## src/sv/tpzs_pkg.sv

```systemverilog
// Shared types, constants and helper functions of the torus point shader.
// No dependencies.
package tpzs_pkg;

    localparam int COLUMNS = 80;
    localparam int ROWS    = 22;
    localparam int CELLS   = COLUMNS * ROWS;
    localparam int CELLS_W = $clog2(CELLS);
    localparam int CELL_W  = 11;

    localparam int CFG_IDX_W = 3;
    localparam logic [CFG_IDX_W-1:0] CFG_SIN_TILT = 3'd0;
    localparam logic [CFG_IDX_W-1:0] CFG_COS_TILT = 3'd1;
    localparam logic [CFG_IDX_W-1:0] CFG_SIN_SPIN = 3'd2;
    localparam logic [CFG_IDX_W-1:0] CFG_COS_SPIN = 3'd3;

    localparam logic [7:0] GLYPH_SPACE = 8'd32;

    // 40 * 2^29, 12 * 2^29 and 2^29 - 1 for the projection
    localparam logic signed [43:0] X_OFF   = 44'sd21474836480;
    localparam logic signed [43:0] Y_OFF   = 44'sd6442450944;
    localparam logic signed [43:0] Q29_RND = 44'sd536870911;
    localparam logic signed [23:0] DEN_OFF = 24'sd81920;

    typedef enum logic [2:0] {
        F_IDLE,
        F_MUL,
        F_DIV,
        F_BIG,
        F_PUSH
    } t_front_state;

    typedef enum logic [1:0] {
        B_CLEAR,
        B_IDLE,
        B_WB
    } t_back_state;

    typedef struct packed {
        logic              rd;
        logic              hit;
        logic [CELL_W-1:0] addr;
        logic [15:0]       dz;
        logic [7:0]        glyph;
    } t_cmd;

    typedef struct packed {
        logic full;
        logic empty;
    } t_q_status;

    // Q1.14 product, truncated toward zero
    function automatic logic signed [25:0] m14(input logic signed [39:0] p);
        logic signed [39:0] adj;
        adj = p + (p[39] ? 40'sd16383 : 40'sd0);
        return adj[39:14];
    endfunction

    // coordinate = (off + prod) / 2^29, truncated toward zero
    function automatic logic signed [14:0] coord(input logic signed [43:0] n);
        logic signed [43:0] adj;
        adj = n + (n[43] ? Q29_RND : 44'sd0);
        return adj[43:29];
    endfunction

    function automatic logic [7:0] ramp_glyph(input logic [3:0] idx);
        logic [7:0] g;
        case (idx)
            4'd0:    g = ".";
            4'd1:    g = ",";
            4'd2:    g = "-";
            4'd3:    g = "~";
            4'd4:    g = ":";
            4'd5:    g = ";";
            4'd6:    g = "=";
            4'd7:    g = "!";
            4'd8:    g = "*";
            4'd9:    g = "#";
            4'd10:   g = "$";
            default: g = "@";
        endcase
        return g;
    endfunction

endpackage

```

## src/sv/tpzs_queue.sv

```systemverilog
// Two-entry command queue between the shader front and the store back end.
// Depends on tpzs_pkg.
module tpzs_queue (
    input  logic                i_clk,
    input  logic                i_rst_n,
    input  logic                i_push,
    input  tpzs_pkg::t_cmd      i_cmd,
    input  logic                i_pop,
    output tpzs_pkg::t_cmd      o_head,
    output tpzs_pkg::t_q_status o_status
);

    tpzs_pkg::t_cmd r_mem [0:1];
    logic           r_wp;
    logic           r_rp;
    logic [1:0]     r_cnt;

    assign o_head         = r_mem[r_rp];
    assign o_status.full  = (r_cnt == 2'd2);
    assign o_status.empty = (r_cnt == 2'd0);

    always_ff @(posedge i_clk) begin
        if (!i_rst_n) begin
            r_wp  <= 1'b0;
            r_rp  <= 1'b0;
            r_cnt <= 2'd0;
        end else begin
            if (i_push) r_wp <= ~r_wp;
            if (i_pop)  r_rp <= ~r_rp;
            r_cnt <= r_cnt + 2'(i_push) - 2'(i_pop);
        end
    end

    always_ff @(posedge i_clk) begin
        if (i_push) r_mem[r_wp] <= i_cmd;
    end

endmodule

```

## config.mk

```make
export PLATFORM = sky130hd
export DESIGN_NAME = tpzs_queue
export DESIGN_NICKNAME = d
export VERILOG_FILES = /design/src/sv/tpzs_pkg.sv /design/src/sv/tpzs_queue.sv
export SDC_FILE = /design/constraint.sdc
export NUM_CORES = 1
export LEC_CHECK = 0
export BUFFER_PORTS_ARGS = -buffer_cell sky130_fd_sc_hd__buf_4
export CAP_MARGIN = 20
export CORE_MARGIN = 2
export CORE_UTILIZATION = 47
export CTS_CLUSTER_DIAMETER = 30
export DETAILED_ROUTE_END_ITERATION = 7
export GPL_TIMING_DRIVEN = 0
export PLACE_DENSITY = 0.84
export SETUP_SLACK_MARGIN = 0.02
export SYNTH_ARGS = -nofsm -noshare
export SYNTH_HDL_FRONTEND = slang
export SYNTH_SLANG_ARGS = --single-unit
export TNS_END_PERCENT = 100
```

## constraint.sdc

```tcl
create_clock -name i_clk -period 2.6 [get_ports i_clk]
set_clock_uncertainty 0.2 [all_clocks]
set_input_delay 0 -clock i_clk [delete_from_list [all_inputs] [get_ports i_clk]]
set_output_delay 0 -clock i_clk [all_outputs]
set_load 0.03 [all_outputs]
```

==> impl_metrics.csv <==
group,metric,value,unit
pwr,seqPwrFrac,0.506,
route,wl_met2,2790,um
timing,drv_slew,0,
timing,rsz0062_at_grt,"false",
global_routing,grt_pass1_vias,1683,
run_status,status,"finished, final reports clean",
pwr,clkPwrFrac,0.298,
timing,finalCritPeriodShare,0.664,
critical_path,startpoint_type,"flip-flop",
pwr,peakVddDrop,0.526,mV
global_routing,grt-ovfl-total,0,
clock_network,clk_latency,0.33,ns
clock_network,cts_setup_buffers,0,
die,boundaryPins,80,
pwr,swShare,0.248,
critical_path,crit_fanout,37,
clock_network,clkSinkCount,79,
timing,setup_violations,0,
placement,numPortBuffers,79,
die,num_rows,29,
placement,post-place-ws,0.858,ns
route,viasPerCell,4.65,
synthesis,ys.flop_type,"edfxtp_1",
timing,timing.hold.ws,0.183,ns
clock_network,cts_hold_buf,41,
die,initial_core_util,0.483,
timing,layout_min_cycle_time,1.73,ns
route,vias,1626,
flow_run,drv_cap,0,
clock_network,clockBufferDepth,2,
critical_path,cpPeakStageDelay,0.76,ns
min_path,hp-class,"input port to flip-flop",
clock_network,path_clk_slew,0.08,ns
global_routing,antenna_found_initial,0,
pwr,switchingPower,732,uW
synthesis,yosysSeqAreaShare,0.762,
critical_path,cp_cell_sequence,"and2_2",
placement,dp_hpwl,3330,um
synthesis,synthArstFlopShare,0,
synthesis,synth_area,0.00305,mm^2
route,drt_iter0_markers,68,
synthesis,synthTopCellsByCount,"74 x edfxtp_1, 30 x mux2_4, 7 x mux2_2",
critical_path,crit_arrival,1.49,ns
clock_network,cts_tree,"built",
synthesis,synth_cell_type_count,14,
route,m1WireLength,2080,um
global_routing,track_usage,0.147,
timing,fin_setup_tns,0,ns
synthesis,synth_top_area_cell,"edfxtp_1",
critical_path,worstSetupPathType,"flip-flop to flip-flop",
layout,syn_to_final_growth,43.5,%
die,die-area,0.00715,mm^2
clock_network,postCtsResizedCells,0,
synthesis,ys_seq_elements,79,
global_routing,grt_max_degree,38,
critical_path,endpoint_kind,"flip-flop",
synthesis,synthTopCellsByArea,"edfxtp_1 73%, mux2_4 15%, dfxtp_1 3.3%",
synthesis,synth.most_common_cell,"edfxtp_1",
die,dieHeight,84.5,um
critical_path,crit_buf_inv,0,
timing,hold_viol_final,0,
clock_network,htree_levels,3,
critical_path,cp_data_required_time,2.36,ns
global_routing,grt_pass1_wl,7760,um
synthesis,syn_inst,136,
layout,drive_above_1_share,0.505,
route,drc_errors,0,
synthesis,synth_top_area_frac,0.729,
timing,fmax,579,MHz
pwr,powerDensity,674,mW/mm^2
layout,diodes,0,
synthesis,yosysWarnings,0,
route,routed.top_layer,"met4",
synthesis,syn_avg_cell_area,22.4,um^2
pwr,internal_power,2220,uW
pwr,combPwrFrac,0.197,
clock_network,cts-root-buf,"clkbuf_8",
route,drt_wl_total,5190,um
clock_network,cts_buffers,9,
synthesis,synth_edf_count,74,
layout,layout.nets,311,
pwr,p_leak,0.00174,uW
route,wl_met3,223,um
route,wl_per_cell,14.8,um
die,core_area,0.00631,mm^2
timing,slew_headroom,0.408,
die,dieWidth,84.5,um
route,firstDrtPassIters,6,
synthesis,syn-num-nets,179,
critical_path,critPathSlowestCell,"and2_2",
route,ant_nets,0,
timing,tightest_slew,0.888,ns
placement,gp_congestion,0.684,
critical_path,cpLargestDelayFamily,"simple AND/OR/NAND/NOR gates",
timing,layout_setup_ws,0.873,ns
## power groups by stage
stage / Clock (uW) / Combinational (uW) / Sequential (uW)
finish: 877 / 580 / 1490
global route: 947 / 610 / 1500
CTS: 898 / 585 / 1490
detailed placement: 0 / 534 / 1520
global placement: 0 / 520 / 1520
floorplan: 0 / 348 / 1510
## through the flow
step / area, um^2 / total power (uW) / util / instances
after floorplan: 3050 / 1860 / - / 136
after global placement: 3740 / 2040 / 0.592 / 292
after detailed placement: 3770 / 2050 / 0.597 / 293
after CTS: 4370 / 2970 / 0.693 / 350
after global routing: 4370 / 3050 / 0.693 / 350
final: 4370 / 2950 / 0.693 / 350
## cells by family after synthesis
family                     count (synthesis)  share of synthesized area
xor gates and xnor gates                   2                     0.0103
AOI/OAI and AO/OA                          1                    0.00246
muxes                                     37                      0.174
adders and majority gates                  2                    0.00821
DFF                                       79                      0.762
and+or+nand+nor                            9                     0.0176
buffers and inverters                      6                     0.0259
## path summary, 6_finish.rpt
| path | start | end | slack [ns] | cells past startpoint |
|---|---|---|---|---|
| worst max-delay path | r_wp$_SDFFE_PN0P_ | r_mem[1][24]$_DFFE_PP_ | 0.87 | 1 |
| worst min-delay path | i_cmd[25] | r_mem[1][25]$_DFFE_PP_ | 0.18 | 2 |
| worst max register to register | r_wp$_SDFFE_PN0P_ | r_mem[1][24]$_DFFE_PP_ | 0.87 | 1 |
| worst min register to register | r_rp$_SDFFE_PN0P_ | r_rp$_SDFFE_PN0P_ | 0.39 | 2 |
## layout by cell type, fill, tap and decap left out
cell type	synthesis	final
buf_4	0	79
nor2b_4	0	1
inv_6	0	1
dfxtp_1	5	5
edfxtp_1	74	74
bufinv_16	0	1
nor2_1	1	1
buf_12	3	4
clkinv_4	0	1
clkinvlp_4	0	3
o21a_1	1	1
xor2_1	1	1
ha_1	2	2
mux2_4	30	30
mux2_2	7	7
dlygate4sd3_1	0	41
and2_1	4	3
xnor3_1	1	1
buf_6	1	1
inv_1	2	2
clkbuf_1	0	1
and2_2	0	1
clkbuf_8	0	9
nor2b_1	4	3
## sequential cells by signal (all words and copies together) (netlist names), named ones only
| name | count |
|---|---|
| r_wp | 1 |
| r_mem | 74 |
| r_rp | 1 |
| r_cnt | 2 |
## area by class of cell
cell class,count,area [um^2]
fillers,417,1940
inverters,2,7.51
clock buffers,10,128
clock inverters,6,70.1
well taps,77,96.3
flip-flops and latches,79,2320
plain buffers,4,71.3
repair buffers,121,1020
multi-input cells,51,656
## per-layer routing
metal,track usage,vias to the layer above
li1,-,786
met1,0.158,776
met2,0.266,55
met3,0.0305,9
met4,0.0823,0
met5,0,-
Power figures use the tool's default switching activity.
