## config.mk

```make
export PLATFORM = sky130hd
export DESIGN_NAME = tpzs_front
export DESIGN_NICKNAME = d
export VERILOG_FILES = /design/src/sv/tpzs_pkg.sv /design/src/sv/tpzs_front.sv
export SDC_FILE = /design/constraint.sdc
export NUM_CORES = 2
export LEC_CHECK = 0
export BUFFER_PORTS_ARGS = -buffer_cell sky130_fd_sc_hd__buf_2
export CAP_MARGIN = 20
export CORE_MARGIN = 1.5
export CORE_UTILIZATION = 45
export CTS_CLUSTER_SIZE = 14
export DETAILED_ROUTE_END_ITERATION = 8
export HOLD_SLACK_MARGIN = 0.05
export PLACE_DENSITY = 0.73
export SYNTH_ARGS = -nofsm -noshare
export SYNTH_HDL_FRONTEND = slang
export SYNTH_SLANG_ARGS = --single-unit
```

## constraint.sdc

```tcl
create_clock -name i_clk -period 14.15 [get_ports i_clk]
set_input_delay 1.415 -clock i_clk [delete_from_list [all_inputs] [get_ports i_clk]]
set_output_delay 1.415 -clock i_clk [all_outputs]
set_load 0.1 [all_outputs]
```

## src/sv/tpzs_pkg.sv

```systemverilog
// Shared types, constants and helper functions of the torus point shader.
// No dependencies.
package tpzs_pkg;

    localparam int COLUMNS = 80;
    localparam int ROWS    = 22;
    localparam int CELLS   = COLUMNS * ROWS;
    localparam int CELLS_W = $clog2(CELLS);
    localparam int CELL_W  = 11;

    localparam int CFG_IDX_W = 3;
    localparam logic [CFG_IDX_W-1:0] CFG_SIN_TILT = 3'd0;
    localparam logic [CFG_IDX_W-1:0] CFG_COS_TILT = 3'd1;
    localparam logic [CFG_IDX_W-1:0] CFG_SIN_SPIN = 3'd2;
    localparam logic [CFG_IDX_W-1:0] CFG_COS_SPIN = 3'd3;

    localparam logic [7:0] GLYPH_SPACE = 8'd32;

    // 40 * 2^29, 12 * 2^29 and 2^29 - 1 for the projection
    localparam logic signed [43:0] X_OFF   = 44'sd21474836480;
    localparam logic signed [43:0] Y_OFF   = 44'sd6442450944;
    localparam logic signed [43:0] Q29_RND = 44'sd536870911;
    localparam logic signed [23:0] DEN_OFF = 24'sd81920;

    typedef enum logic [2:0] {
        F_IDLE,
        F_MUL,
        F_DIV,
        F_BIG,
        F_PUSH
    } t_front_state;

    typedef enum logic [1:0] {
        B_CLEAR,
        B_IDLE,
        B_WB
    } t_back_state;

    typedef struct packed {
        logic              rd;
        logic              hit;
        logic [CELL_W-1:0] addr;
        logic [15:0]       dz;
        logic [7:0]        glyph;
    } t_cmd;

    typedef struct packed {
        logic full;
        logic empty;
    } t_q_status;

    // Q1.14 product, truncated toward zero
    function automatic logic signed [25:0] m14(input logic signed [39:0] p);
        logic signed [39:0] adj;
        adj = p + (p[39] ? 40'sd16383 : 40'sd0);
        return adj[39:14];
    endfunction

    // coordinate = (off + prod) / 2^29, truncated toward zero
    function automatic logic signed [14:0] coord(input logic signed [43:0] n);
        logic signed [43:0] adj;
        adj = n + (n[43] ? Q29_RND : 44'sd0);
        return adj[43:29];
    endfunction

    function automatic logic [7:0] ramp_glyph(input logic [3:0] idx);
        logic [7:0] g;
        case (idx)
            4'd0:    g = ".";
            4'd1:    g = ",";
            4'd2:    g = "-";
            4'd3:    g = "~";
            4'd4:    g = ":";
            4'd5:    g = ";";
            4'd6:    g = "=";
            4'd7:    g = "!";
            4'd8:    g = "*";
            4'd9:    g = "#";
            4'd10:   g = "$";
            default: g = "@";
        endcase
        return g;
    endfunction

endpackage

```

## src/sv/tpzs_front.sv

```systemverilog
// Front end: takes items; rotation, inverse depth and projection of plot items
// run on one shared multiplier and a bit-serial divider; queues a command.
// Depends on tpzs_pkg.
module tpzs_front (
    input  logic                               i_clk,
    input  logic                               i_rst_n,
    input  logic                               i_cfg_we,
    input  logic [tpzs_pkg::CFG_IDX_W-1:0]     i_cfg_idx,
    input  logic [15:0]                        i_cfg_data,
    input  logic                               i_enable,
    input  logic                               i_valid,
    output logic                               o_stall,
    input  logic                               i_kind,
    input  logic signed [15:0]                 i_sin_tube,
    input  logic signed [15:0]                 i_cos_tube,
    input  logic signed [15:0]                 i_sin_ring,
    input  logic signed [15:0]                 i_cos_ring,
    input  logic [tpzs_pkg::CELL_W-1:0]        i_read_cell,
    input  tpzs_pkg::t_q_status                i_q_status,
    output logic                               o_push,
    output tpzs_pkg::t_cmd                     o_cmd
);

    tpzs_pkg::t_front_state r_state, n_state;

    logic signed [15:0] r_sin_tilt, r_cos_tilt, r_sin_spin, r_cos_spin;
    logic               r_kind;
    logic signed [15:0] r_c, r_l, r_f, r_d;
    logic [tpzs_pkg::CELL_W-1:0] r_rcell;

    logic [4:0]         r_step;
    logic signed [39:0] r_prod;
    logic signed [23:0] r_ch, r_cd, r_lh, r_fe, r_fg, r_ld;
    logic signed [23:0] r_den, r_t, r_diff, r_lum, r_p, r_q;
    logic [19:0]        r_rem;
    logic [29:0]        r_quo;
    logic [4:0]         r_dcnt;
    logic [15:0]        r_dz;
    logic signed [14:0] r_x, r_y;

    logic signed [21:0] mul_a;
    logic signed [17:0] mul_b;
    logic signed [39:0] w_prod;
    logic signed [25:0] w_m;
    logic signed [23:0] w_v;
    logic signed [17:0] w_h;
    logic signed [43:0] w_pe;
    logic [20:0]        w_rem_sh;
    logic               w_ge;
    logic [29:0]        w_quo;
    logic               w_acc;
    logic               w_inside;
    logic [tpzs_pkg::CELL_W-1:0] w_cell;
    logic [3:0]         w_sh;

    function automatic logic signed [21:0] ext_a(input logic signed [15:0] v);
        return {{6{v[15]}}, v};
    endfunction

    function automatic logic signed [17:0] ext_b(input logic signed [15:0] v);
        return {{2{v[15]}}, v};
    endfunction

    assign w_h    = ext_b(r_d) + 18'sd32768;
    assign w_prod = mul_a * mul_b;
    assign w_m    = tpzs_pkg::m14(r_prod);
    assign w_v    = w_m[23:0];
    assign w_pe   = {{4{r_prod[39]}}, r_prod};
    assign w_acc  = i_valid && !o_stall;

    // restoring divide of 2^29: only the top dividend bit is set
    assign w_rem_sh = {r_rem, (r_dcnt == 5'd29)};
    assign w_ge     = (w_rem_sh >= {1'b0, r_den[19:0]});
    assign w_quo    = {r_quo[28:0], w_ge};

    assign w_inside = (r_x > 15'sd0) && (r_x < 15'(tpzs_pkg::COLUMNS))
                   && (r_y > 15'sd0) && (r_y < 15'(tpzs_pkg::ROWS));
    assign w_cell   = tpzs_pkg::CELL_W'(32'(r_x) + tpzs_pkg::COLUMNS * 32'(r_y));

    always_comb begin
        if (r_lum <= 24'sd0)            w_sh = 4'd0;
        else if (r_lum[23:11] > 13'd11) w_sh = 4'd11;
        else                            w_sh = r_lum[14:11];
    end

    always_comb begin
        o_cmd = '0;
        if (r_kind) begin
            o_cmd.rd   = 1'b1;
            o_cmd.hit  = (32'(r_rcell) < tpzs_pkg::CELLS);
            o_cmd.addr = r_rcell;
        end else begin
            o_cmd.hit   = w_inside;
            o_cmd.addr  = w_inside ? w_cell : '0;
            o_cmd.dz    = r_dz;
            o_cmd.glyph = tpzs_pkg::ramp_glyph(w_sh);
        end
    end

    // next state
    always_comb begin
        n_state = r_state;
        case (r_state)
            tpzs_pkg::F_IDLE: if (w_acc) n_state = i_kind ? tpzs_pkg::F_PUSH
                                                          : tpzs_pkg::F_MUL;
            tpzs_pkg::F_MUL:  if (r_step == 5'd16)
                                  n_state = (r_den > 24'sd0) ? tpzs_pkg::F_DIV
                                                             : tpzs_pkg::F_BIG;
            tpzs_pkg::F_DIV:  if (r_dcnt == 5'd0) n_state = tpzs_pkg::F_BIG;
            tpzs_pkg::F_BIG:  if (r_step == 5'd2) n_state = tpzs_pkg::F_PUSH;
            tpzs_pkg::F_PUSH: if (!i_q_status.full) n_state = tpzs_pkg::F_IDLE;
            default:          n_state = tpzs_pkg::F_IDLE;
        endcase
    end

    // outputs and multiplier operands
    always_comb begin
        o_stall = 1'b1;
        o_push  = 1'b0;
        mul_a   = '0;
        mul_b   = '0;
        case (r_state)
            tpzs_pkg::F_IDLE: o_stall = !i_enable;
            tpzs_pkg::F_MUL: begin
                case (r_step)
                    5'd0:    begin mul_a = ext_a(r_c); mul_b = w_h;               end
                    5'd1:    begin mul_a = ext_a(r_c); mul_b = ext_b(r_d);        end
                    5'd2:    begin mul_a = ext_a(r_l); mul_b = w_h;               end
                    5'd3:    begin mul_a = ext_a(r_f); mul_b = ext_b(r_sin_tilt); end
                    5'd4:    begin mul_a = ext_a(r_f); mul_b = ext_b(r_cos_tilt); end
                    5'd5:    begin mul_a = ext_a(r_l); mul_b = ext_b(r_d);        end
                    5'd6:    begin mul_a = r_ch[21:0]; mul_b = ext_b(r_sin_tilt); end
                    5'd7:    begin mul_a = r_ch[21:0]; mul_b = ext_b(r_cos_tilt); end
                    5'd8:    begin mul_a = r_cd[21:0]; mul_b = ext_b(r_cos_tilt); end
                    5'd9:    begin mul_a = r_cd[21:0]; mul_b = ext_b(r_sin_tilt); end
                    5'd10:   begin mul_a = r_ld[21:0]; mul_b = ext_b(r_sin_spin); end
                    5'd11:   begin mul_a = r_lh[21:0]; mul_b = ext_b(r_cos_spin); end
                    5'd12:   begin mul_a = r_lh[21:0]; mul_b = ext_b(r_sin_spin); end
                    5'd13:   begin mul_a = r_t[21:0];  mul_b = ext_b(r_sin_spin); end
                    5'd14:   begin mul_a = r_t[21:0];  mul_b = ext_b(r_cos_spin); end
                    5'd15:   begin mul_a = r_diff[21:0]; mul_b = ext_b(r_cos_spin); end
                    default: begin mul_a = '0; mul_b = '0; end
                endcase
            end
            tpzs_pkg::F_BIG: begin
                mul_b = {2'b00, r_dz};
                mul_a = (r_step == 5'd0) ? r_p[21:0] : r_q[21:0];
            end
            tpzs_pkg::F_PUSH: o_push = !i_q_status.full;
            default: ;
        endcase
    end

    always_ff @(posedge i_clk) begin
        if (!i_rst_n) begin
            r_state    <= tpzs_pkg::F_IDLE;
            r_sin_tilt <= 16'sd0;
            r_cos_tilt <= 16'sd16384;
            r_sin_spin <= 16'sd0;
            r_cos_spin <= 16'sd16384;
            r_step     <= 5'd0;
        end else begin
            r_state <= n_state;
            if (i_cfg_we) begin
                case (i_cfg_idx)
                    tpzs_pkg::CFG_SIN_TILT: r_sin_tilt <= i_cfg_data;
                    tpzs_pkg::CFG_COS_TILT: r_cos_tilt <= i_cfg_data;
                    tpzs_pkg::CFG_SIN_SPIN: r_sin_spin <= i_cfg_data;
                    tpzs_pkg::CFG_COS_SPIN: r_cos_spin <= i_cfg_data;
                    default: ;
                endcase
            end
            if (n_state != r_state) r_step <= 5'd0;
            else                    r_step <= r_step + 5'd1;
        end
    end

    // datapath: product of step s is folded in at step s + 1
    always_ff @(posedge i_clk) begin
        r_prod <= w_prod;
        case (r_state)
            tpzs_pkg::F_IDLE: begin
                if (w_acc) begin
                    r_kind  <= i_kind;
                    r_c     <= i_sin_tube;
                    r_l     <= i_cos_tube;
                    r_f     <= i_sin_ring;
                    r_d     <= i_cos_ring;
                    r_rcell <= i_read_cell;
                end
            end
            tpzs_pkg::F_MUL: begin
                case (r_step)
                    5'd1:  r_ch   <= w_v;
                    5'd2:  r_cd   <= w_v;
                    5'd3:  r_lh   <= w_v;
                    5'd4:  r_fe   <= w_v;
                    5'd5:  r_fg   <= w_v;
                    5'd6:  r_ld   <= w_v;
                    5'd7:  r_den  <= w_v + r_fg + tpzs_pkg::DEN_OFF;
                    5'd8:  r_t    <= w_v - r_fe;
                    5'd9:  r_diff <= r_fe - w_v;
                    5'd10: r_lum  <= -w_v - r_fg;
                    5'd11: r_lum  <= r_lum - w_v;
                    5'd12: r_p    <= w_v;
                    5'd13: r_q    <= w_v;
                    5'd14: r_p    <= r_p - w_v;
                    5'd15: r_q    <= r_q + w_v;
                    5'd16: begin
                        r_lum  <= r_lum + w_v;
                        r_rem  <= '0;
                        r_quo  <= '0;
                        r_dcnt <= 5'd29;
                        r_dz   <= 16'd0;
                    end
                    default: ;
                endcase
            end
            tpzs_pkg::F_DIV: begin
                r_rem  <= w_ge ? 20'(w_rem_sh - {1'b0, r_den[19:0]}) : w_rem_sh[19:0];
                r_quo  <= w_quo;
                r_dcnt <= r_dcnt - 5'd1;
                // clamp the finished quotient to 16 bits
                if (r_dcnt == 5'd0)
                    r_dz <= (w_quo[29:16] != '0) ? 16'hFFFF : w_quo[15:0];
            end
            tpzs_pkg::F_BIG: begin
                if (r_step == 5'd1)
                    r_x <= tpzs_pkg::coord(tpzs_pkg::X_OFF + (w_pe <<< 5) - (w_pe <<< 1));
                if (r_step == 5'd2)
                    r_y <= tpzs_pkg::coord(tpzs_pkg::Y_OFF + (w_pe <<< 4) - w_pe);
            end
            default: ;
        endcase
    end

endmodule

```

==> results.yml <==
synthesis:
  ys_ff_latch: 558
  netlist_area_mm2: 0.0511
  netlist_instances: 5371
  synth_ff_type: "edfxtp_1"
  async_reset_ff_share_pct: 0
  syn_nets: 6369
  synth.most_common_cell: "inv_1"
  ys_seq_area_share_pct: 30.6
  netlist.area_leader.share_pct: 26.2
  netlist_top_cells_area: "edfxtp_1, fa_1, ha_1"
  ys_top_cells_by_count: "inv_1, nand2_1, ha_1, edfxtp_1, fa_1"
  synth_edf_count: 446
  yosysUniqueCellTypes: 101
  ys_warn_count: 0
  synth_top_cell_by_area: "edfxtp_1"
  synth.avg_cell_area_um2: 9.52
placement:
  place_congestion: 0.950
  dpl_worst_slack_ps: 4130
  io_buffers: 138
  dpl.hpwl_mm: 111
pwr:
  switching_share_pct: 36.6
  p_clk_share_pct: 28.5
  p_sw_mw: 2.02
  seqPwrFrac_pct: 33.6
  comb_power_share_pct: 37.9
  power_mw: 5.53
  p_leak_nw: 24.8
  vdd_ir_drop_max_mv: 0.146
  powerDensity_mw_per_mm2: 99.2
  internal_power_mw: 3.51
floorplanning:
  ios: 141
  coreArea_mm2: 0.113
  die_x_um: 340
  rows: 123
  dieArea_mm2: 0.116
  start_util_pct: 45.4
  die_h_um: 340
route:
  ant_nets: 0
  viasPerCell: 5.71
  drt_iter0_markers: 3444
  drt_pass1_iterations: 6
  finalWirelength_mm: 145
  num_vias: 40100
  wl_per_cell_um: 20.6
  route.detailed.drc: 0
cells_and_area:
  nFillCells: 10300
  area_delta_synth_final_pct: 9.10
  layout.nets: 6479
  drive_above_1_share_pct: 7.45
timing:
  setup_viol: 0
  grt_setup_unrepaired: "false"
  min_period_ps: 10160
  fmax_mhz: 98.4
  finalCritPeriodShare_pct: 71.8
  fin_skew_ps: 72.8
  hold_viol_final: 0
  worst_pin_slew_ps: 1120
  slew_violations: 0
  tns_ps: 0
  worst_slack_ps: 3990
  relSlewSlack_pct: 25.1
clock_tree:
  post_cts_buffers: 0
  ctsHtreeMaxLevel: 2
  clock_path_buffers: 3
  cts_tree: "built"
  path_clk_slew_ps: 60
  root_buffer: "clkbuf_16"
  cts.sinks: 558
  clk_latency_ps: 710
  cts_made_buffers: 59
  cts-resized-gates: 0
  hold_buffers: 0
status:
  outcome: "completed"
setup_path:
  crit_required_ps: 14730
  end_kind: "register"
  r2r_setup_slack_ps: 3990
  critPathArrivalTime_ps: 10740
  critical_path_class: "register to register"
  start_kind: "register"
  r2r_cells: 27
  cp_max_fo: 67
global_routing:
  grt_pass1_wl_mm: 227
  antenna_found_initial: 3
  grt_max_degree: 69
  grt_pass1_vias: 40300
  grt_usage_pct: 24.9
  grt_overflow: 0
job:
  max-cap-violations: 0
worst_hold_path:
  hold_depth: 2
  min_path_type: "register to register"
[path summary, 6_finish.rpt]
kind,to,start
worst max register to register,r_prod[38],r_step[4]
worst min-delay path,r_sin_spin[9],r_sin_spin[9]
worst min register to register,r_sin_spin[9],r_sin_spin[9]
worst max-delay path,r_prod[38],r_step[4]
[cells in the final DEF, fill, tap and decap left out, drive strengths merged, types with 112 or more instances in the layout]
cell type	netlist	routed
dfxtp	112	112
a21o	121	121
inv	724	725
buf	33	239
nand2	628	628
nor2	316	316
fa	403	403
edfxtp	446	446
xnor2	226	226
o21ai	196	196
a21oi	315	315
ha	493	493
[worst max-delay path, stage by stage, from the launching register on]
cell	delay, ps
dfxtp_1	770
inv_1	270
ha_2	260
buf_4	330
or3b_2	840
a222oi_1	430
a21oi_1	110
a21oi_1	880
nor2_1	70
buf_4	260
nand2_1	120
fa_1	440
fa_1	490
inv_1	50
fa_1	500
fa_1	530
fa_1	550
inv_1	60
fa_1	570
inv_1	50
ha_1	370
nand2_1	100
o41ai_1	730
a31oi_1	300
o21ai_1	430
a41o_1	290
o41ai_1	90
xnor2_1	130
[routing by layer]
metal	share of wire (%)	up-vias	GRT usage, %
met4	4.4	0	10.4
met3	8.0	282	4.16
met1	42	19600	33.1
li1	-	18600	-
met2	46	1596	40.3
met5	0	-	0
[kinds of logic after synthesis]
| family | Yosys count | synth area share, % |
|---|---|---|
| xor gates and xnor gates | 321 | 5.53 |
| DFF | 558 | 30.6 |
| other | 1 | 0.00733 |
| AOI/OAI and AO/OA | 1105 | 14.4 |
| buffers and inverters | 915 | 6.81 |
| muxes | 49 | 0.966 |
| and+or+nand+nor | 1526 | 13.9 |
| adders and majority gates | 896 | 27.8 |
[registers in the layout, summed over array words and instances (netlist names), 20 cells and up]
register and flops:
r_cd 22, r_ch 22, r_den 24, r_diff 22
r_fe 22, r_fg 24, r_ld 22, r_lh 22
r_lum 24, r_p 22, r_prod 40, r_q 22
r_quo 29, r_rem 20, r_t 22
[layout make-up]
| cell class | instances | area (um2) | share of cell area, % |
|---|---|---|---|
| Antenna cell | 2 | 5.00 | 0.00897 |
| Clock buffer | 75 | 1540 | 2.75 |
| Multi-Input combinational cell | 3898 | 32200 | 57.6 |
| Tap cell | 1500 | 1880 | 3.36 |
| Sequential cell | 558 | 15600 | 28.0 |
| Timing Repair Buffer | 240 | 1460 | 2.62 |
| Clock inverter | 34 | 397 | 0.711 |
| Inverter | 724 | 2720 | 4.87 |
[power groups by stage]
stage	sequential, mW	combinational, mW	clock (mW)
floorplan	1.88	1.52	0
global placement	1.89	1.99	0
detailed placement	1.89	2.05	0
CTS	1.86	2.07	1.60
global route	1.86	2.31	1.65
finish	1.86	2.10	1.58
[through the flow]
step	cell area, um2	hold slack [ps]	util, %	cells
2_1_floorplan	51100	440	-	5371
3_3_place_gp	53800	451	47.8	6918
3_5_place_dp	53800	459	47.8	6918
4_1_cts	55800	468	49.5	7027
5_1_grt	55800	487	49.5	7029
6_report	55800	467	49.5	7031
(Power assumes the default switching activity.)
